$ cat src/rtl/core/text_window_char_writer_unit_assert.svh
// Assertion macros for the text window character writer.
`ifndef TEXT_WINDOW_CHAR_WRITER_UNIT_ASSERT_SVH
`define TEXT_WINDOW_CHAR_WRITER_UNIT_ASSERT_SVH
`ifndef NO_ASSERTIONS
// Condition in this cycle implies consequence in the same cycle.
`define TWCW_ASSERT_SAME(label, cond, cons, msg) \
    label: assert property (@(posedge i_clk) disable iff (!i_rst_n) (cond) |-> (cons)) \
        else $error(msg);
// Condition in this cycle implies consequence in the next cycle.
`define TWCW_ASSERT_NEXT(label, cond, cons, msg) \
    label: assert property (@(posedge i_clk) disable iff (!i_rst_n) (cond) |=> (cons)) \
        else $error(msg);
`else
`define TWCW_ASSERT_SAME(label, cond, cons, msg)
`define TWCW_ASSERT_NEXT(label, cond, cons, msg)
`endif
`endif

$ cat src/rtl/core/twcw_pkg.sv
// Shared types and constants of the text window character writer.
`default_nettype none
package twcw_pkg;

    localparam logic [7:0] NEWLINE_CODE = 8'd10;
    localparam logic [7:0] BLANK_GLYPH  = 8'd32;

    typedef enum logic [2:0] {
        OP_PUT_CURSOR = 3'd0,
        OP_PUT_POS    = 3'd1,
        OP_SCROLL     = 3'd2,
        OP_READ       = 3'd3,
        OP_LOAD       = 3'd4
    } t_op;

    typedef enum logic [2:0] {
        CFG_LEFT   = 3'd0,
        CFG_TOP    = 3'd1,
        CFG_RIGHT  = 3'd2,
        CFG_BOTTOM = 3'd3,
        CFG_ATTR   = 3'd4
    } t_cfg_idx;

    typedef enum logic [2:0] {
        K_NOP,
        K_NEWLINE,
        K_PUT_CURSOR,
        K_PUT_POS,
        K_SCROLL,
        K_READ,
        K_LOAD
    } t_kind;

    typedef struct packed {
        t_kind       kind;
        logic [7:0]  ch;
        logic [6:0]  px;
        logic [4:0]  py;
        logic [7:0]  attr;
        logic        up;
        logic [5:0]  mag;
        logic [7:0]  tv;
    } t_cmd;

    typedef struct packed {
        logic [6:0] left;
        logic [4:0] top;
        logic [6:0] right;
        logic [4:0] bottom;
        logic [7:0] attr;
    } t_cfg;

    typedef struct packed {
        logic       vld;
        logic [7:0] cell_char;
        logic [7:0] cell_attr;
        logic [6:0] col;
        logic [4:0] row;
        logic       wrap;
    } t_res;

    typedef enum logic [2:0] {
        BS_CLEAR,
        BS_IDLE,
        BS_EXEC,
        BS_WRITE,
        BS_READ_WAIT,
        BS_SC_RD,
        BS_SC_WR,
        BS_DONE
    } t_bstate;

endpackage
`default_nettype wire

$ cat src/rtl/core/twcw_queue.sv
// Two-entry command queue between front and back.
`default_nettype none
module twcw_queue (
    input  logic           i_clk,
    input  logic           i_rst_n,
    input  logic           i_push,
    input  twcw_pkg::t_cmd i_cmd,
    input  logic           i_pop,
    output logic           o_full,
    output logic           o_empty,
    output twcw_pkg::t_cmd o_cmd
);
    import twcw_pkg::*;

    t_cmd       r_mem [2];
    logic       r_wp, r_rp;
    logic [1:0] r_cnt;

    assign o_full  = (r_cnt == 2'd2);
    assign o_empty = (r_cnt == 2'd0);
    assign o_cmd   = r_mem[r_rp];

    always_ff @(posedge i_clk) begin
        if (!i_rst_n) begin
            r_wp  <= 1'b0;
            r_rp  <= 1'b0;
            r_cnt <= 2'd0;
        end else begin
            if (i_push) begin
                r_wp <= ~r_wp;
            end
            if (i_pop) begin
                r_rp <= ~r_rp;
            end
            r_cnt <= r_cnt + 2'(i_push) - 2'(i_pop);
        end
    end

    always_ff @(posedge i_clk) begin
        if (i_push) begin
            r_mem[r_wp] <= i_cmd;
        end
    end

endmodule
`default_nettype wire

$ cat config.mk
export PLATFORM = sky130hd
export DESIGN_NAME = twcw_queue
export DESIGN_NICKNAME = d
export VERILOG_FILES = /design/src/rtl/core/text_window_char_writer_unit_assert.svh /design/src/rtl/core/twcw_pkg.sv /design/src/rtl/core/twcw_queue.sv
export SDC_FILE = /design/constraint.sdc
export NUM_CORES = 1
export LEC_CHECK = 0
export ABC_AREA = 1
export BUFFER_PORTS_ARGS = -buffer_cell sky130_fd_sc_hd__buf_2
export CORE_MARGIN = 8
export CORE_UTILIZATION = 35
export DETAILED_ROUTE_END_ITERATION = 7
export PLACE_DENSITY = 0.56
export SYNTH_ARGS = -nofsm -noshare
export SYNTH_HDL_FRONTEND = slang
export SYNTH_SLANG_ARGS = --single-unit
$ cat constraint.sdc
create_clock -name i_clk -period 4.4 [get_ports i_clk]
set_input_delay 0.44 -clock i_clk [delete_from_list [all_inputs] [get_ports i_clk]]
set_output_delay 0.44 -clock i_clk [all_outputs]
set_load 0.02 [all_outputs]
# Yosys cells after proc, flatten, opt, wreduce, memory -nomap -nowiden
# Memories as Yosys holds them, arrays and structs flattened. A register that Yosys moved wholly into a read port is not among the register bits.
# Cells that the tools add are included.
totals:
  ramBits: 92
  out_inout_bits: 48
  input_bits: 50
  reg_bits: 4
  word_cells: 14
  mem_count: 1
classes:
  n_mux: 4
  reduce_logical: 1
  bitwise: 2
  n_eq_ne: 1
  addsub: 2
mem_list:
  columns: ["memory", "words", "word_bits", "read_ports", "rd_ports_with_merged_regs", "wr", "line_no", "source"]
  rows:
  - ["r_mem", 2, 46, 1, 1, 1, "twcw_queue.sv:15", "t_cmd r_mem [2];"]
ops:
  columns: ["op", "count"]
  rows:
  - ["two-way mux 1 bit", 4]
  - ["adder 2 x 1 -> 2 bit", 1]
  - ["equality test 2 bit, second input constant", 1]
  - ["logical NOT 2 bit", 1]
  - ["inverter 1 bit", 2]
  - ["subtractor 2 x 1 -> 2 bit", 1]

# Logic depth before layout (Yosys ltp)
depth:
  ltp_word: 3
  depth_mapped: 9
  depth_no_buf: 9

# Worst setup path after synthesis
# OpenSTA, ideal clock, no wires.
synth_timing:
  path_kind: "input to register"
  startpoint: "input i_push"
  endpoint: "memory r_mem[0][0] (netlist name) (enable)"
  stages: 2
  setup_slack_ns: 1.536
  required_ns: 3.949
  arrival_time_ns: 2.413
  n_path_buf: 0
  path_cell_list: "inv_1 > nor2_1"
synth_via:
  elab_chain_cells: 2
synth_rtl:
  columns: ["element", "line_no", "source"]
  rows:
  - ["start, declared", "twcw_queue.sv:6", "input logic i_push,"]
  - ["two-way mux 1 bit", "twcw_queue.sv:40", "if (i_push) begin"]
  - ["two-way mux 1 bit (implied by the code)", "twcw_queue.sv:41", "r_mem[r_wp] <= i_cmd;"]
  - ["end, declared", "twcw_queue.sv:15", null]
# No other way between the ends.

==> impl_metrics.py <==
metrics = {
    "clock_tree": {
        "clock_latency_ns": 0.35,
        "cts_root_buf": "clkbuf_8",
        "cts_buffers": 9,
        "clkTransAtPathRegs_ns": 0.10,
        "cts.path.max_buffers": 2,
        "cts_hold_buffers": 0,
        "ctsResizeCount": 0,
        "clkSinkCount": 97,
        "cts_max_level": 3,
        "cts_tree": "built",
        "cts_setup_buffers": 0,
    },
    "sta": {
        "finalWorstSetupSlack_ns": 2.08,
        "rsz0062_at_grt": "no",
        "finalSetupTns_ns": 0,
        "slew_headroom": 0.320,
        "tightest_slew_ns": 1.02,
        "slew_violations": 0,
        "hold_violations": 0,
        "fin_skew_ns": 0.0111,
        "clock.fmax_mhz": 431,
        "finalSetupViolCount": 0,
        "finalCritPeriodShare": 0.527,
        "period_minus_slack_ns": 2.32,
    },
    "floorplanning": {
        "fp.coreArea_mm2": 0.0104,
        "row_count": 37,
        "die_w_um": 119,
        "start_util": 0.361,
        "die_area_mm2": 0.0143,
        "dieHeight_um": 119,
        "io_pins": 98,
    },
    "grt": {
        "grt_usage": 0.0948,
        "overflow": 0,
        "grt_pass1_vias": 2022,
        "antenna_found_initial": 0,
        "grt_max_degree": 47,
        "grt_pass1_wl_um": 10600,
    },
    "critical_path": {
        "cp_top_family": "flip-flops",
        "required_ns": 3.96,
        "crit_chain": "mux2_2 > buf_2",
        "ff2ff_setup_slack_ns": 2.72,
        "slowest_stage": "dfxtp_4",
        "cp.depth": 2,
        "r2r-start": "r_wp$_SDFFE_PN0P_",
        "start_kind": "flip-flop",
        "cp_num_buf_inv": 1,
        "end_kind": "primary output",
        "arrival_ns": 1.88,
        "r2r_end": "r_mem[0][20]$_DFFE_PP_",
        "r2r_cells": 2,
        "crit_fanout": 46,
        "path_class": "reg -> out",
        "max_stage_delay_ns": 0.93,
    },
    "finish": {
        "diodes": 0,
        "design_area_mm2": 0.00455,
        "fin_nets": 332,
        "drive_above_1_share": 0.568,
        "post-route-util": 0.439,
        "syn_to_final_growth_pct": 21.5,
    },
    "route": {
        "drcViolationCount": 0,
        "drt-total-wl_um": 6800,
        "viasPerCell": 4.34,
        "first_iter_violations": 68,
        "dr.pass1.iters": 4,
        "vias": 1829,
        "wire_per_inst_um": 16.2,
        "postRouteAntennaNets": 0,
    },
    "placed_design": {
        "gp_congestion": 0.639,
        "dp_slack_ns": 2.41,
        "hpwl_um": 4640,
        "placed_area_mm2": 0.00433,
        "port_buffers": 97,
    },
    "power": {
        "power.leakage_nw": 1.82,
        "power_density_mw_per_mm2": 432,
        "power.total_mw": 1.97,
        "ir_worst_vdd_uv": 194,
    },
    "outcome": {
        "status": "completed",
    },
    "synth": {
        "netlist.area_leader.share": 0.737,
        "synth_nets": 228,
        "synthCells": 176,
        "synth_top_area_cell": "edfxtp_1",
        "yosys_warnings": 0,
        "syn_area_mm2": 0.00375,
        "ys_seq_area_frac": 0.764,
        "ys_seq_elements": 97,
        "synthDistinctLibCells": 12,
        "syn_avg_cell_area_um2": 21.3,
        "synth_area_leaders": "edfxtp_1 74%, mux2_4 16%, dfxtp_1 2.7%, buf_12 2.1%, mux2_2 1.8%",
    },
    "run": {
        "timing.max_cap.violations": 0,
    },
    "min_path": {
        "whs_endpoint": "r_mem[0][29]$_DFFE_PP_",
        "hold_path_class": "in -> reg",
        "min_path_cells": 1,
        "worstHoldStart": "i_cmd[29]",
    },
}
per-stage QoR:
stage,hold WS [ns],cells
after floorplan,0.463,176
after global routing,0.234,421
final,0.274,421
after detailed placement,0.493,405
after global placement,0.477,405
after CTS,0.252,421
cell families after synthesis:
family | Yosys count | synth area share
flops | 97 | 0.764
mux | 46 | 0.178
simple gates | 18 | 0.0184
buf+inv | 12 | 0.0314
fa+ha+maj | 2 | 0.00668
compound gates | 1 | 0.00133
layer usage:
metal / vias to the layer above / global-route usage / part of all wire
met1: 888 / 0.109 / 0.43
met5: - / 0 / 0
li1: 873 / - / -
met3: 5 / 0.0392 / 0.073
met2: 63 / 0.154 / 0.48
met4: 0 / 0.0375 / 0.013
state kept, by name, summed over array words and instances (netlist names), named ones only:
name   cells
r_rp       1
r_wp       1
r_cnt      2
r_mem     92
final cells by class:
cell class	instances	area (um2)
Inverter	7	26.3
Clock buffer	9	124
Tap cell	136	170
Fill cell	957	5820
Timing Repair Buffer	98	493
Clock inverter	7	100
Multi-Input combinational cell	67	774
Sequential cell	97	2870
worst max-delay path by stage:
stage          startpoint                     end  slack (ns)
4_1_cts         flip-flop                o_cmd[2]        2.02
3_3_place_gp       i_push  r_mem[0][22]$_DFFE_PP_        2.42
3_5_place_dp       i_push  r_mem[0][22]$_DFFE_PP_        2.41
2_1_floorplan      i_push   r_mem[0][0]$_DFFE_PP_        1.54
6_report        flip-flop                o_cmd[3]        2.08
5_1_grt         flip-flop                o_cmd[2]        1.96
power breakdown:
| part | internal, mW | total, mW | switching [mW] |
|---|---|---|---|
| clock network | 0.327 | 0.640 | 0.313 |
| logic | 0.108 | 0.231 | 0.123 |
| registers | 1.07 | 1.10 | 0.0306 |
| total | 1.50 | 1.97 | 0.467 |
worst reg2reg max path: cells and delay by family, from the launching register on:
kind,cells,cell delay [ns]
AND/OR/NAND/NOR,1,0.51
flip-flops,1,0.36
buffers and inverters,1,0.47
cells in the mapped netlist:
master and count:
a21oi_1 1, buf_12 4, buf_6 1, dfxtp_1 5
edfxtp_1 92, ha_1 2, inv_1 7, mux2_2 6
mux2_4 40, nand2_1 8, nand3_1 1, nor2_1 9
placed cells by master, fill, tap and decap left out:
master       n
a21oi_1      1
buf_2       97
buf_4        1
bufinv_16    2
clkbuf_8     9
clkinv_1     1
clkinvlp_4   1
dfxtp_1      4
dfxtp_4      1
edfxtp_1    92
ha_1         2
inv_1        6
inv_2        1
inv_6        2
inv_8        1
mux2_2       6
mux2_4      40
nand2_1      8
nand3_1      1
nor2_1       8
nor2_4       1
Note: power is estimated with default switching activity, not from simulation.
