==> src/rtl/core/text_window_char_writer_unit_assert.svh <==
// Assertion macros for the text window character writer.
`ifndef TEXT_WINDOW_CHAR_WRITER_UNIT_ASSERT_SVH
`define TEXT_WINDOW_CHAR_WRITER_UNIT_ASSERT_SVH
`ifndef NO_ASSERTIONS
// Condition in this cycle implies consequence in the same cycle.
`define TWCW_ASSERT_SAME(label, cond, cons, msg) \
    label: assert property (@(posedge i_clk) disable iff (!i_rst_n) (cond) |-> (cons)) \
        else $error(msg);
// Condition in this cycle implies consequence in the next cycle.
`define TWCW_ASSERT_NEXT(label, cond, cons, msg) \
    label: assert property (@(posedge i_clk) disable iff (!i_rst_n) (cond) |=> (cons)) \
        else $error(msg);
`else
`define TWCW_ASSERT_SAME(label, cond, cons, msg)
`define TWCW_ASSERT_NEXT(label, cond, cons, msg)
`endif
`endif

==> src/rtl/core/twcw_pkg.sv <==
// Shared types and constants of the text window character writer.
`default_nettype none
package twcw_pkg;

    localparam logic [7:0] NEWLINE_CODE = 8'd10;
    localparam logic [7:0] BLANK_GLYPH  = 8'd32;

    typedef enum logic [2:0] {
        OP_PUT_CURSOR = 3'd0,
        OP_PUT_POS    = 3'd1,
        OP_SCROLL     = 3'd2,
        OP_READ       = 3'd3,
        OP_LOAD       = 3'd4
    } t_op;

    typedef enum logic [2:0] {
        CFG_LEFT   = 3'd0,
        CFG_TOP    = 3'd1,
        CFG_RIGHT  = 3'd2,
        CFG_BOTTOM = 3'd3,
        CFG_ATTR   = 3'd4
    } t_cfg_idx;

    typedef enum logic [2:0] {
        K_NOP,
        K_NEWLINE,
        K_PUT_CURSOR,
        K_PUT_POS,
        K_SCROLL,
        K_READ,
        K_LOAD
    } t_kind;

    typedef struct packed {
        t_kind       kind;
        logic [7:0]  ch;
        logic [6:0]  px;
        logic [4:0]  py;
        logic [7:0]  attr;
        logic        up;
        logic [5:0]  mag;
        logic [7:0]  tv;
    } t_cmd;

    typedef struct packed {
        logic [6:0] left;
        logic [4:0] top;
        logic [6:0] right;
        logic [4:0] bottom;
        logic [7:0] attr;
    } t_cfg;

    typedef struct packed {
        logic       vld;
        logic [7:0] cell_char;
        logic [7:0] cell_attr;
        logic [6:0] col;
        logic [4:0] row;
        logic       wrap;
    } t_res;

    typedef enum logic [2:0] {
        BS_CLEAR,
        BS_IDLE,
        BS_EXEC,
        BS_WRITE,
        BS_READ_WAIT,
        BS_SC_RD,
        BS_SC_WR,
        BS_DONE
    } t_bstate;

endpackage
`default_nettype wire

==> src/rtl/core/twcw_front.sv <==
// Front end: takes an item, classifies it and hands it to the queue.
`default_nettype none
module twcw_front (
    input  logic              i_clk,
    input  logic              i_rst_n,
    input  logic              i_start,
    input  logic              i_hold,
    input  logic [2:0]        i_operation,
    input  logic [7:0]        i_char_code,
    input  logic [6:0]        i_pos_x,
    input  logic [4:0]        i_pos_y,
    input  logic [7:0]        i_put_attribute,
    input  logic signed [5:0] i_scroll_delta,
    input  logic [7:0]        i_table_value,
    input  logic              i_q_full,
    output logic              o_busy,
    output logic              o_push,
    output twcw_pkg::t_cmd    o_cmd
);
    import twcw_pkg::*;

    logic       r_vld, n_vld;
    t_cmd       r_cmd, n_cmd;
    logic       accept;
    logic [5:0] mag;

    assign o_busy = r_vld | i_hold;
    assign accept = i_start & ~o_busy;
    assign o_push = r_vld & ~i_q_full;
    assign o_cmd  = r_cmd;

    always_comb begin
        mag = i_scroll_delta[5] ? 6'(-i_scroll_delta) : 6'(i_scroll_delta);
        n_cmd      = r_cmd;
        n_vld      = r_vld;
        if (accept) begin
            n_vld      = 1'b1;
            n_cmd.ch   = i_char_code;
            n_cmd.px   = i_pos_x;
            n_cmd.py   = i_pos_y;
            n_cmd.attr = i_put_attribute;
            n_cmd.up   = ~i_scroll_delta[5];
            n_cmd.mag  = mag;
            n_cmd.tv   = i_table_value;
            case (i_operation)
                OP_PUT_CURSOR: n_cmd.kind = (i_char_code == NEWLINE_CODE) ? K_NEWLINE
                                                                           : K_PUT_CURSOR;
                OP_PUT_POS:    n_cmd.kind = K_PUT_POS;
                OP_SCROLL:     n_cmd.kind = (mag == 6'd0) ? K_NOP : K_SCROLL;
                OP_READ:       n_cmd.kind = K_READ;
                OP_LOAD:       n_cmd.kind = K_LOAD;
                default:       n_cmd.kind = K_NOP;
            endcase
        end else if (o_push) begin
            n_vld = 1'b0;
        end
    end

    always_ff @(posedge i_clk) begin
        if (!i_rst_n) begin
            r_vld <= 1'b0;
        end else begin
            r_vld <= n_vld;
        end
    end

    always_ff @(posedge i_clk) begin
        r_cmd <= n_cmd;
    end

endmodule
`default_nettype wire

==> config.mk <==
export PLATFORM = sky130hd
export DESIGN_NAME = twcw_front
export DESIGN_NICKNAME = d
export VERILOG_FILES = /design/src/rtl/core/text_window_char_writer_unit_assert.svh /design/src/rtl/core/twcw_pkg.sv /design/src/rtl/core/twcw_front.sv
export SDC_FILE = /design/constraint.sdc
export NUM_CORES = 1
export LEC_CHECK = 0
export ABC_CLOCK_PERIOD_IN_PS = 3500
export BUFFER_PORTS_ARGS = -buffer_cell sky130_fd_sc_hd__buf_2
export CAP_MARGIN = 20
export CORE_UTILIZATION = 35
export DETAILED_ROUTE_END_ITERATION = 12
export PLACE_DENSITY = 0.67
export SLEW_MARGIN = 20
export SYNTH_ARGS = -nofsm -noshare
export SYNTH_HDL_FRONTEND = slang
export SYNTH_SLANG_ARGS = --single-unit
==> constraint.sdc <==
create_clock -name i_clk -period 3.5 [get_ports i_clk]
set_input_delay 0 -clock i_clk [delete_from_list [all_inputs] [get_ports i_clk]]
set_output_delay 0 -clock i_clk [all_outputs]
set_load 0.005 [all_outputs]
After elaboration in Yosys (flattened, before gate mapping)
Cells that the tools add are included.

Register bits: 47. Input port bits: 50. Output and inout port bits: 48. Word-level logic and storage cells: 30.

Add/subtract/negate cells: 1. Eq/ne operators: 5. Muxes and demuxes: 6. Bitwise operators: 6. Reduce and logical (&&, ||, !) cells: 3.

Operators by type and width (number): 3-bit case mux with 5 select lines (1); 8-bit by 4-bit equality test with 1-bit output, second input constant (1); 3-bit by 2-bit equality test with 1-bit output, second input constant (2); 6-bit zero test (1); 6-bit 2-to-1 mux (1); 6-bit negation (1); 3-bit by 1-bit equality test with 1-bit output, second input constant (1); 3-bit equality test, second input constant (1); 3-bit zero test (1); 3-bit 2-to-1 mux (1); 1-bit inverter (3); 1-bit AND (2); 1-bit 2-to-1 mux (2); 2-bit 2-to-1 mux (1); 2-bit nonzero test (1); 1-bit bitwise OR (1).

Logic depth before layout (Yosys ltp)
Word-level depth: 5. Depth in mapped cells: 6. Depth with buffers taken out: 6.

Least setup slack after synthesis
Ideal clock, no wire load.

Kind: reg2reg. Start point: register r_vld. End point: register r_cmd, in the netlist o_cmd[0] (enable). Library setup time: 451 ps. Arrival time: 2575 ps. Required time: 3049 ps. Path slack: 474 ps. Stages on the path, launching flop included: 3. Buffers on the path: 0. Period minus slack after synthesis: 3026 ps. Cell sequence: dfxtp_1 -> or2_2 -> nor2_1.

Word-level cells in the longest chain between the ends: 3.

RTL lines: start, declared (RTL line twcw_front.sv:22) `logic r_vld, n_vld;`; start signal, assigned (RTL line twcw_front.sv:63) `r_vld <= n_vld;`; 1-bit bitwise OR (RTL line twcw_front.sv:27) `assign o_busy = r_vld | i_hold;`; named net o_busy (RTL line twcw_front.sv:16) `output logic o_busy,`; 1-bit inverter (RTL line twcw_front.sv:28) `assign accept = i_start & ~o_busy;`; 1-bit AND (RTL line twcw_front.sv:28); named net accept (RTL line twcw_front.sv:24) `logic accept;`; end signal, assigned (RTL line twcw_front.sv:68) `r_cmd <= n_cmd;`; end, declared (RTL line twcw_front.sv:23) `t_cmd r_cmd, n_cmd;`.

The timed path passes the listed nets, and every way through them passes these cells. A chain may end at the register's enable or synchronous reset.

Worst setup path in the final report
Start point: input i_scroll_delta[0]. End point: register r_cmd, in the netlist o_cmd[45], data pin.

Word-level cells in the longest chain between the ends: 5.

RTL lines: start, declared (RTL line twcw_front.sv:13) `input logic signed [5:0] i_scroll_delta,`; 6-bit negation (RTL line twcw_front.sv:33) `mag = i_scroll_delta[5] ? 6'(-i_scroll_delta) : 6'(i_scroll_delta);`; 6-bit 2-to-1 mux (RTL line twcw_front.sv:33); named net mag[1] (RTL line twcw_front.sv:25) `logic [5:0] mag;`; 6-bit zero test (RTL line twcw_front.sv:49) `OP_SCROLL: n_cmd.kind = (mag == 6'd0) ? K_NOP : K_SCROLL;`; 3-bit 2-to-1 mux (RTL line twcw_front.sv:49); 3-bit case mux with 5 select lines (RTL line twcw_front.sv:45) `case (i_operation)`.

The timed path passes the listed nets, and every way through them passes these cells.

==> results.cfg <==
[power]
leakage_uw = 0.00115
irDropWorstVdd_mv = 0.164
power_density_nw_per_um2 = 410

[min_path]
hp-start = i_scroll_delta[5]
holdCritPathClass = input port to flip-flop

[die]
dieArea_um2 = 5020
die_h_um = 70.9
start_util_pct = 37.3
die_w_um = 70.9
core-area_um2 = 4440
rows = 24
ios = 98

[worst_setup_path]
startpoint_type = input port
critPathMaxFanout = 5
timing.rr.start = r_vld
ff2ff_setup_slack_ps = 1630
cp-end-kind = flip-flop
critPathLaunch = i_scroll_delta[0]
crit_required_ps = 3540
worstPathArrival_ps = 1960
path_class = input port to flip-flop

[clocking]
insertion_delay_ps = 290
htreeDepth = 2
cts_tree = built
clockBufferDepth = 2
clkTransAtPathRegs_ps = 80
cts_setup_buffers = 0
numCtsBuffers = 5
cts_sinks = 47
cts-root-buf = clkbuf_8

[final_layout]
diodes = 0
nNetsFinal = 278
area_growth_pct = 62.5
layout-drive-gt1-share_pct = 48.2
nFillCells = 331
fin_area_um2 = 2700

[timing]
skew_ps = 6.74
rsz0062_at_grt = false
setup_violations = 0
max_freq_mhz = 522
fin_tns_setup_ps = 0
slew_headroom_pct = 63.5
report.final.slew_viol_count = 0
fin_crit_ps = 1920
worst_slew_pin_slew_ps = 546
hold_viol = 0
post-route-period-util_pct = 54.8

[logic_synthesis]
synth_top_area_share_pct = 83.3
yosysUniqueCellTypes = 27
synth_area_um2 = 1660
syn_nets = 135
synth-seq-cells = 47
synth_top_cell_by_area = edfxtp_1
synth_area_leaders = edfxtp_1 (83%), inv_1 (1.4%), dfxtp_1 (1.2%)
synth_seq_area_share_pct = 84.5
avgSynthCellArea_um2 = 19.8
netlist_instances = 84
yosysWarningCount = 0

[route]
routed_via_density = 4.54
dr.pass1.iters = 8
dr_total_vias = 1272
drt_iter0_drc = 88
wl_per_cell_um = 15.3
drc = 26
drt_wl_total_um = 4290
ant_nets = 0

[placed_design]
io_buffer_count = 97
placed_cell_area_um2 = 2220
gp_congestion = 0.670

[status]
status = finished with violations
violations = DRC

[grt]
grt_max_degree = 28
grt_antenna_before_repair = 0
grt_pass1_vias = 1286
track_usage_pct = 17.5
grt_pass1_wl_um = 6420
overflow = 0

[job]
maxCapViolations = 0
repair_timing:
item	in CTS	in global routing
hold endpoints to repair	38	0
hold buffers	38	0
gates resized for setup	0	0
Yosys cell counts:
library cell / number
a211o_1: 1
a211oi_1: 1
a22o_1: 1
a31oi_1: 1
and2_1: 2
dfxtp_1: 1
edfxtp_1: 46
ha_1: 1
inv_1: 6
mux2_4: 1
nand2_1: 1
nand2b_1: 1
nand4bb_1: 1
nor2_1: 4
nor2b_1: 1
nor3_1: 1
nor3b_1: 1
nor4_1: 1
nor4b_1: 1
nor4bb_1: 1
o211ai_1: 1
o21a_1: 1
o31ai_2: 1
o41a_1: 1
or2_2: 2
or2b_1: 2
xnor2_1: 2
layer usage:
metal | routed length [um] | vias up | GRT usage [%]
li1 | - | 609 | -
met1 | 1410 | 584 | 16.1
met2 | 2390 | 75 | 35.4
met3 | 451 | 4 | 6.41
met4 | 44 | 0 | 5.11
met5 | 0 | - | 0
state kept, by name, indices dropped and copies added (netlist names):
register and cells:
r_vld 1, o_cmd 46
path summary, 6_finish.rpt:
kind,endpoint,depth (start not counted)
min reg2reg,r_vld,2
min,o_cmd[14],2
max reg2reg,o_cmd[4],3
max,o_cmd[45],8
final cells by class:
| class | count | area [um^2] | area share (%) |
|---|---|---|---|
| multi-input cells | 31 | 243 | 9.00 |
| inverters | 6 | 22.5 | 0.835 |
| clock inverters | 1 | 5.00 | 0.186 |
| repair buffers | 136 | 873 | 32.4 |
| flip-flops and latches | 47 | 1400 | 52.0 |
| clock buffers | 7 | 86.3 | 3.20 |
| well taps | 52 | 65.1 | 2.41 |
worst max-delay path, cell delays in order:
cell and delay (ps):
dlygate4sd3_1 520, buf_2 140, inv_1 50, ha_1 280
mux2_4 270, a211o_1 220, o41a_1 310, a22o_1 180
power breakdown:
part	internal, uW	switching [uW]
sequential	648	6.21
combinational	75.2	55.8
clock	159	162
total	882	224
cells by family (layout without fill, tap and decap cells):
family                     after synthesis  after routing  synth area share, %
AOI/OAI and AO/OA                        8              8                 4.22
xor gates and xnor gates                 2              2                 1.06
adders and majority gates                1              1                0.754
buffers and inverters                    6            150                 1.36
DFF                                     47             47                 84.5
muxes                                    1              1                0.905
and+or+nand+nor                         19             19                 7.24
cells in the final DEF (no fill, tap or decap), drive strengths merged, types with 2 or more instances in the layout:
cell type	Yosys	final
and2	2	2
buf	0	98
clkbuf	0	7
dlygate4sd3	0	38
edfxtp	46	46
inv	6	6
nor2	4	4
or2	2	2
or2b	2	2
xnor2	2	2
stage by stage:
step	power, uW	hold WS [ps]	instances	util (%)	worst slack, ps
after floorplan	699	30.2	84	-	474
after global placement	759	177	234	50.1	1660
after detailed placement	761	178	234	50.1	1640
after CTS	1110	3.73	280	60.7	1590
after global routing	1150	20.5	280	60.7	1490
final	1110	13.3	280	60.7	1580
No activity file was read; power rests on OpenSTA's default activity.
